`src/rtl/iisb_pkg.sv`:
```
`timescale 1ns / 1ps
`default_nettype none

package iisb_pkg;

    // Depth of the list
    localparam int unsigned CAPACITY = 256;
    localparam int unsigned ADDR_W   = $clog2(CAPACITY);
    localparam int unsigned CNT_W    = $clog2(CAPACITY + 1);

    // Field widths
    localparam int unsigned OP_W     = 2;
    localparam int unsigned IDX_W    = 16;
    localparam int unsigned WORD_W   = 32;
    localparam int unsigned STATUS_W = 2;
    localparam int unsigned ECOUNT_W = 9;

    // Width that holds both an index and a count for comparison
    localparam int unsigned CMP_W    = (IDX_W + 1 > CNT_W) ? IDX_W + 1 : CNT_W;

    // Operation codes
    localparam logic [OP_W-1:0] OP_APPEND = 2'd0;
    localparam logic [OP_W-1:0] OP_INSERT = 2'd1;
    localparam logic [OP_W-1:0] OP_REMOVE = 2'd2;
    localparam logic [OP_W-1:0] OP_NOP    = 2'd3;

    // Status codes
    localparam logic [STATUS_W-1:0] ST_OK    = 2'd0;
    localparam logic [STATUS_W-1:0] ST_FULL  = 2'd1;
    localparam logic [STATUS_W-1:0] ST_EMPTY = 2'd2;
    localparam logic [STATUS_W-1:0] ST_RANGE = 2'd3;

    typedef struct packed {
        logic [OP_W-1:0]          operation;
        logic [IDX_W-1:0]         slot_index;
        logic signed [WORD_W-1:0] value;
    } in_item_t;

    typedef struct packed {
        logic [STATUS_W-1:0]      status;
        logic signed [WORD_W-1:0] removed_value;
        logic [ECOUNT_W-1:0]      element_count;
    } out_item_t;

    // Access request from the sequencer to the word store
    typedef struct packed {
        logic              wr_en;
        logic [ADDR_W-1:0] wr_addr;
        logic [WORD_W-1:0] wr_data;
        logic              rd_en;
        logic [ADDR_W-1:0] rd_addr;
    } store_req_t;

endpackage

`default_nettype wire

```
`src/rtl/iisb_seq.sv`:
```
`timescale 1ns / 1ps
`default_nettype none

module iisb_seq (
    input  wire logic                        aclk,
    input  wire logic                        aresetn,
    input  wire logic                        s_valid,
    output logic                             s_ready,
    input  wire iisb_pkg::in_item_t          s_payload,
    output iisb_pkg::store_req_t             req,
    input  wire logic [iisb_pkg::WORD_W-1:0] rd_data,
    output logic                             res_valid,
    input  wire logic                        res_ready,
    output iisb_pkg::out_item_t              res
);

    typedef enum logic [4:0] {
        S_IDLE   = 5'b00001,
        S_SHIFT  = 5'b00010,
        S_PUT    = 5'b00100,
        S_REMOVE = 5'b01000,
        S_EMIT   = 5'b10000
    } state_t;

    state_t                            state_reg, state_next;
    logic [iisb_pkg::CNT_W-1:0]        count_reg, count_next;
    logic [iisb_pkg::ADDR_W-1:0]       ptr_reg, ptr_next;
    logic [iisb_pkg::ADDR_W-1:0]       idx_reg, idx_next;
    logic [iisb_pkg::WORD_W-1:0]       word_reg, word_next;
    logic [iisb_pkg::STATUS_W-1:0]     status_reg, status_next;
    logic [iisb_pkg::WORD_W-1:0]       removed_reg, removed_next;

    logic [iisb_pkg::CMP_W-1:0]  idx_ext;
    logic [iisb_pkg::CMP_W-1:0]  cnt_ext;
    logic                        in_range;
    logic                        full;
    logic                        take;
    logic [iisb_pkg::ADDR_W-1:0] ptr_m1;
    logic [iisb_pkg::ADDR_W-1:0] cnt_m1;

    assign s_ready   = (state_reg == S_IDLE);
    assign take      = s_valid && s_ready;
    assign idx_ext   = iisb_pkg::CMP_W'(s_payload.slot_index);
    assign cnt_ext   = iisb_pkg::CMP_W'(count_reg);
    assign in_range  = idx_ext < iisb_pkg::CMP_W'(iisb_pkg::CAPACITY);
    assign full      = count_reg == iisb_pkg::CNT_W'(iisb_pkg::CAPACITY);
    assign ptr_m1    = ptr_reg - iisb_pkg::ADDR_W'(1);
    assign cnt_m1    = iisb_pkg::ADDR_W'(count_reg - iisb_pkg::CNT_W'(1));

    always_comb begin
        state_next   = state_reg;
        count_next   = count_reg;
        ptr_next     = ptr_reg;
        idx_next     = idx_reg;
        word_next    = word_reg;
        status_next  = status_reg;
        removed_next = removed_reg;
        req          = '0;

        unique case (state_reg)
            S_IDLE: begin
                if (take) begin
                    status_next  = iisb_pkg::ST_OK;
                    removed_next = '0;
                    state_next   = S_EMIT;
                    priority if (s_payload.operation == iisb_pkg::OP_APPEND ||
                                 (s_payload.operation == iisb_pkg::OP_INSERT &&
                                  in_range && idx_ext == cnt_ext)) begin
                        if (full) begin
                            status_next = iisb_pkg::ST_FULL;
                        end else begin
                            req.wr_en   = 1'b1;
                            req.wr_addr = iisb_pkg::ADDR_W'(count_reg);
                            req.wr_data = s_payload.value;
                            count_next  = count_reg + iisb_pkg::CNT_W'(1);
                        end
                    end else if (s_payload.operation == iisb_pkg::OP_INSERT) begin
                        if (!in_range) begin
                            status_next = iisb_pkg::ST_RANGE;
                        end else if (idx_ext > cnt_ext) begin
                            // Beyond the used part: write in place, leave the gap
                            req.wr_en   = 1'b1;
                            req.wr_addr = iisb_pkg::ADDR_W'(s_payload.slot_index);
                            req.wr_data = s_payload.value;
                            count_next  = iisb_pkg::CNT_W'(s_payload.slot_index)
                                          + iisb_pkg::CNT_W'(1);
                        end else if (full) begin
                            status_next = iisb_pkg::ST_FULL;
                        end else begin
                            // Inside the used part: fetch the top entry, start the shift
                            req.rd_en   = 1'b1;
                            req.rd_addr = cnt_m1;
                            ptr_next    = iisb_pkg::ADDR_W'(count_reg);
                            idx_next    = iisb_pkg::ADDR_W'(s_payload.slot_index);
                            word_next   = s_payload.value;
                            state_next  = S_SHIFT;
                        end
                    end else if (s_payload.operation == iisb_pkg::OP_REMOVE) begin
                        if (count_reg == '0) begin
                            status_next = iisb_pkg::ST_EMPTY;
                        end else begin
                            req.rd_en   = 1'b1;
                            req.rd_addr = cnt_m1;
                            count_next  = count_reg - iisb_pkg::CNT_W'(1);
                            state_next  = S_REMOVE;
                        end
                    end else begin
                        status_next = iisb_pkg::ST_OK;
                    end
                end
            end
            S_SHIFT: begin
                // Move the fetched entry up one place; fetch the next one down until the slot is reached
                req.wr_en   = 1'b1;
                req.wr_addr = ptr_reg;
                req.wr_data = rd_data;
                if (ptr_m1 == idx_reg) begin
                    state_next = S_PUT;
                end else begin
                    req.rd_en   = 1'b1;
                    req.rd_addr = ptr_m1 - iisb_pkg::ADDR_W'(1);
                    ptr_next    = ptr_m1;
                end
            end
            S_PUT: begin
                req.wr_en   = 1'b1;
                req.wr_addr = idx_reg;
                req.wr_data = word_reg;
                count_next  = count_reg + iisb_pkg::CNT_W'(1);
                state_next  = S_EMIT;
            end
            S_REMOVE: begin
                removed_next = rd_data;
                state_next   = S_EMIT;
            end
            S_EMIT: begin
                if (res_ready) begin
                    state_next = S_IDLE;
                end
            end
            default: begin
                state_next = S_IDLE;
            end
        endcase
    end

    always_ff @(posedge aclk) begin
        if (!aresetn) begin
            state_reg <= S_IDLE;
            count_reg <= '0;
        end else begin
            state_reg <= state_next;
            count_reg <= count_next;
        end
    end

    always_ff @(posedge aclk) begin
        ptr_reg     <= ptr_next;
        idx_reg     <= idx_next;
        word_reg    <= word_next;
        status_reg  <= status_next;
        removed_reg <= removed_next;
    end

    assign res_valid         = (state_reg == S_EMIT);
    assign res.status        = status_reg;
    assign res.removed_value = removed_reg;
    assign res.element_count = iisb_pkg::ECOUNT_W'(count_reg);

endmodule

`default_nettype wire

```
`config.mk`:
```
export PLATFORM = sky130hd
export DESIGN_NAME = iisb_seq
export DESIGN_NICKNAME = d
export VERILOG_FILES = /design/src/rtl/iisb_pkg.sv /design/src/rtl/iisb_seq.sv
export SDC_FILE = /design/constraint.sdc
export NUM_CORES = 1
export LEC_CHECK = 0
export BUFFER_PORTS_ARGS = -buffer_cell sky130_fd_sc_hd__buf_2
export CORE_ASPECT_RATIO = 2
export CORE_MARGIN = 5
export CORE_UTILIZATION = 45
export DETAILED_ROUTE_END_ITERATION = 7
export PLACE_DENSITY = 0.72
export SYNTH_ARGS = -nofsm -noshare
export SYNTH_HDL_FRONTEND = slang
export SYNTH_SLANG_ARGS = --single-unit
```
`constraint.sdc`:
```
create_clock -name aclk -period 3.95 [get_ports aclk]
set_clock_uncertainty 0.15 [all_clocks]
set_input_delay 0.79 -clock aclk [delete_from_list [all_inputs] [get_ports aclk]]
set_output_delay 0.79 -clock aclk [all_outputs]
set_load 0.03 [all_outputs]
```
# ---- Yosys cells after proc, flatten, opt, wreduce, memory -nomap -nowiden
# Index checks and enable logic that the tools add are counted.
dict set report op_classes {
  n_mul 0
  shift 0
  order_cmp 2
  n_eq_ne 24
  n_reduce_logical 16
  bitwise 3
  addsub 5
  n_div 0
  muxes 52
}
# operator n
set op_table {}
lappend op_table {{two-way mux 41 bit} 4}
lappend op_table {{two-way mux 9 bit} 15}
lappend op_table {{case mux 41 bit (3 select lines)} 1}
lappend op_table {{two-way mux 50 bit} 2}
lappend op_table {{case mux 32 bit (2 select lines)} 1}
lappend op_table {{two-way mux 8 bit} 7}
lappend op_table {{two-way mux 5 bit} 10}
lappend op_table {{case mux 9 bit (2 select lines)} 2}
lappend op_table {{two-way mux 32 bit} 1}
lappend op_table {{case mux 5 bit (4 select lines)} 1}
lappend op_table {{adder 9 x 1 -> 9 bit, second input constant} 2}
lappend op_table {{equality test 16 x 9 -> 1 bit} 1}
lappend op_table {{> comparator 16 x 9 -> 1 bit} 1}
lappend op_table {{less-than comparator 16 x 9 -> 1 bit, second input constant} 1}
lappend op_table {{case mux 8 bit (2 select lines)} 1}
lappend op_table {{subtractor 8 x 1 -> 8 bit, second input constant} 2}
lappend op_table {{AND reduction 7 bit} 2}
lappend op_table {{two-way mux 2 bit} 5}
lappend op_table {{inequality test 2 bit, second input constant} 5}
lappend op_table {{equality test 9 bit, second input constant} 1}
lappend op_table {{zero test 9 bit} 1}
lappend op_table {{subtractor 9 x 1 -> 9 bit, second input constant} 1}
lappend op_table {{equality test 8 bit} 1}
lappend op_table {{inequality test 2 x 1 -> 1 bit, second input constant} 4}
lappend op_table {{21 further kinds} 30}
dict set report totals {
  inputBits 86
  rom_bits 0
  wordCells 109
  mem_bits_rw 0
  register_bits 96
  latch_bits 0
  mem_count 0
  out_inout_bits 95
}

# ---- Longest topological paths before layout
dict set report depth {
  word_depth 8
  depth_mapped 11
  ltp_nobuf 9
}

# ---- Worst setup path before layout
# No wires, ideal clock.
dict set report synth_timing {
  path_kind {reg-to-reg}
  startpoint {register count_reg[3] (netlist bit)}
  endpoint {register idx_reg[0] (netlist bit), enable pin}
  t_required_ns 3.363
  setup_time_ns 0.437
  arrival_time_ns 3.741
  path_buffers 1
  setup_slack_ns -0.379
  synth_period_minus_slack_ns 4.329
  stages_incl_launch_ff 10
  cell_sequence {dfxtp_1 > clkbuf_1 > inv_1 > ha_1 > nand2_1 > o21bai_1 > a21o_1 > a31oi_1 > or3_1 > nor2_1}
}
dict set report synth_via {
  elab_chain_cells 5
  word_cells_on_any_way 9
  classes_between {1 x order compare; 2 x eq/ne; 3 x bitwise; 3 x reduce/logical}
}
# item line
set synth_rtl {}
lappend synth_rtl {{start, declared} iisb_seq.sv:26} ;# logic [iisb_pkg::CNT_W-1:0] count_reg, count_next;
lappend synth_rtl {{start signal, assigned} iisb_seq.sv:153} ;# count_reg <= count_next;
lappend synth_rtl {{branches (longest 4 deep; another with > comparator 16 x 9 -> 1 bit)} --}
lappend synth_rtl {{AND reduction 7 bit (no line) (*)} --}
lappend synth_rtl {{end signal, assigned} iisb_seq.sv:159} ;# idx_reg <= idx_next;
lappend synth_rtl {{end, declared} iisb_seq.sv:28} ;# logic [iisb_pkg::ADDR_W-1:0] idx_reg, idx_next;
# Every way passes the cells marked *.
# A chain may end at the register's enable or synchronous reset.

==> results.sh <==
export IMPL_vias=5248
export IMPL_fin_crit_sh=0.985
export IMPL_synthCells=543
export IMPL_port_buffers=180
export IMPL_outcome="complete, no violations"
export IMPL_path_clk_slew_ns=0.07
export IMPL_synth_top_area_share=0.434
export IMPL_core_area_mm2=0.0125
export IMPL_drv_cap=0
export IMPL_drt_initial_drc_count=273
export IMPL_synth_nets=646
export IMPL_htreeDepth=3
export IMPL_synth_edff_count=82
export IMPL_firstDrtPassIters=5
export IMPL_place_hpwl_um=14400
export IMPL_fillers=1121
export IMPL_worstSetupPathType="in -> out"
export IMPL_wirelength_um=18500
export IMPL_synth_ff_type="edfxtp_1"
export IMPL_root_buffer="clkbuf_16"
export IMPL_timing_fmax_mhz=257
export IMPL_rows=58
export IMPL_finalNetCount=852
export IMPL_overflow=0
export IMPL_grt_max_degree=44
export IMPL_worst_setup_path_end_kind="output pin"
export IMPL_wl_per_cell_um=20.4
export IMPL_antenna_found_initial=1
export IMPL_die_h_um=169
export IMPL_min_period_ns=3.89
export IMPL_power_density_mw_per_mm2=401
export IMPL_grt_pass1_vias=5337
export IMPL_gp_congestion=0.921
export IMPL_critPathMaxFanout=20
export IMPL_yosys_warnings=0
export IMPL_cts_sinks=96
export IMPL_ys_top_cells_by_area="edfxtp_1, a22o_1, dfxtp_1, a21o_1, xnor2_1"
export IMPL_power_mw=2.97
export IMPL_yosysSeqAreaShare=0.483
export IMPL_grt_pass1_wl_um=27600
export IMPL_ys_ff_latch=96
export IMPL_synth_area_leader_cell="edfxtp_1"
export IMPL_ioPinCount=181
export IMPL_yosys_top_cells_count="edfxtp_1, nor2_1, a21o_1, a22o_1, and2_1"
export IMPL_clk_path_buf_depth=2
export IMPL_cts_buffers=9
export IMPL_hold_viol=0
export IMPL_clock_latency_ns=0.35
export IMPL_yosysMostFrequentCell="edfxtp_1"
export IMPL_vdd_ir_drop_max_mv=0.292
export IMPL_avgViaCountPerCell=5.80
export IMPL_seq_area_mm2=0.00274
export IMPL_worstMarginPinSlew_ns=0.861
export IMPL_finalMaxSlewViolations=0
export IMPL_die_w_um=89.4
export IMPL_netlist_area_mm2=0.00568
export IMPL_critPathRequiredTime_ns=3.01
export IMPL_hold_class="reg -> reg"
export IMPL_ant_nets=0
export IMPL_async_reset_ff_frac=0
export IMPL_start_kind="input pin"
export IMPL_setup_tns_ns=0
export IMPL_syn_to_final_growth_pct=30.4
export IMPL_synth_distinct_cells=62
export IMPL_drc=0
export IMPL_power_leakage_nw=3.38
export IMPL_start_util=0.455
export IMPL_setup_viol=0
export IMPL_track_usage=0.242
export IMPL_die_area_mm2=0.0151
export IMPL_hold_buffers=0
export IMPL_max_slew_margin=0.426
export IMPL_avgSynthCellArea_um2=10.5
export IMPL_cts_tree="built"
export IMPL_drive_gt1_frac=0.371
export IMPL_arrival_ns=2.95
export IMPL_multiInputGateArea_mm2=0.00279
-- stage by stage --
stage	area [um2]	instances	hold WS (ns)	utilization	setup slack (ns)
finish	7400	905	0.420	0.593	0.0599
global route	7400	905	0.443	0.593	-0.00629
CTS	7290	899	0.464	0.584	0.0213
detailed placement	6960	880	0.451	0.557	-0.0429
global placement	6960	880	0.437	0.557	0.0126
floorplan	5680	543	0.449	-	0.138
-- metal layers --
layer,share of wire,up-vias,global-route usage
li1,-,2443,-
met1,0.32,2484,0.236
met2,0.55,247,0.444
met3,0.057,74,0.0356
met4,0.071,0,0.166
met5,0,-,0
-- path summary, 6_finish.rpt --
kind              slack (ns)           end  cells after the start          start
setup / recovery        0.06       req[49]                     11  s_payload[33]
hold / removal          0.42  count_reg[7]                      2   count_reg[7]
setup reg to reg        1.11    ptr_reg[5]                      9     ptr_reg[0]
hold reg to reg         0.42  count_reg[7]                      2   count_reg[7]
-- cell type report --
cell class	count	share of cell area
multi-input combinational	395	0.378
sequential	96	0.371
timing repair buffer	228	0.176
clock buffer	9	0.0304
tap	150	0.0254
clock inverter	7	0.00998
inverter	19	0.00998
antenna	1	0.000338
-- kinds of logic after synthesis --
family,Yosys count,synth area share
buffers and inverters,52,0.0390
DFF,96,0.483
and+or+nand+nor,171,0.165
muxes,4,0.00705
xor gates and xnor gates,36,0.0556
AOI/OAI and AO/OA,167,0.212
adders and majority gates,17,0.0375
-- worst max-delay path: stages --
cell and delay [ns]:
buf_2 0.11, ha_1 0.30, nor2b_1 0.13, o21bai_1 0.21, a21o_1 0.21, a31oi_4 0.12, o21a_1 0.22, o21a_4 0.22
buf_12 0.15, or3_4 0.33, buf_6 0.14
-- where the power goes --
group          internal, mW  switching, mW
registers              1.17         0.0336
logic                 0.327          0.571
clock network         0.448          0.417
-- cell usage in the layout (no fill, tap or decap), types with 4 or more instances in the layout --
cell type and n:
o21ai_0 18, and3_1 9, xor2_1 9, xnor2_1 25, edfxtp_1 82, nand3_1 15
inv_1 16, a22o_1 32, ha_1 16, nor3_1 9, o32ai_1 6, buf_4 45
nand2_1 26, o211ai_1 6, o22ai_1 6, nand4_1 5, dfxtp_1 13, a21o_1 34
a22oi_1 7, nor2_1 40, or3_1 4, and2_1 32, buf_2 178, a21oi_1 27
o21a_1 4, mux2i_1 4, clkbuf_16 9
-- repair_timing --
item | CTS | global route
gates resized for setup | 3 | 18
endpoints found under the setup margin | 22 | 42
gates cloned | 0 | 0
setup buffers | 3 | 5
pin swaps | 0 | 4
endpoints found under the hold margin | 0 | 0
No activity file was read; power rests on OpenSTA's default activity.
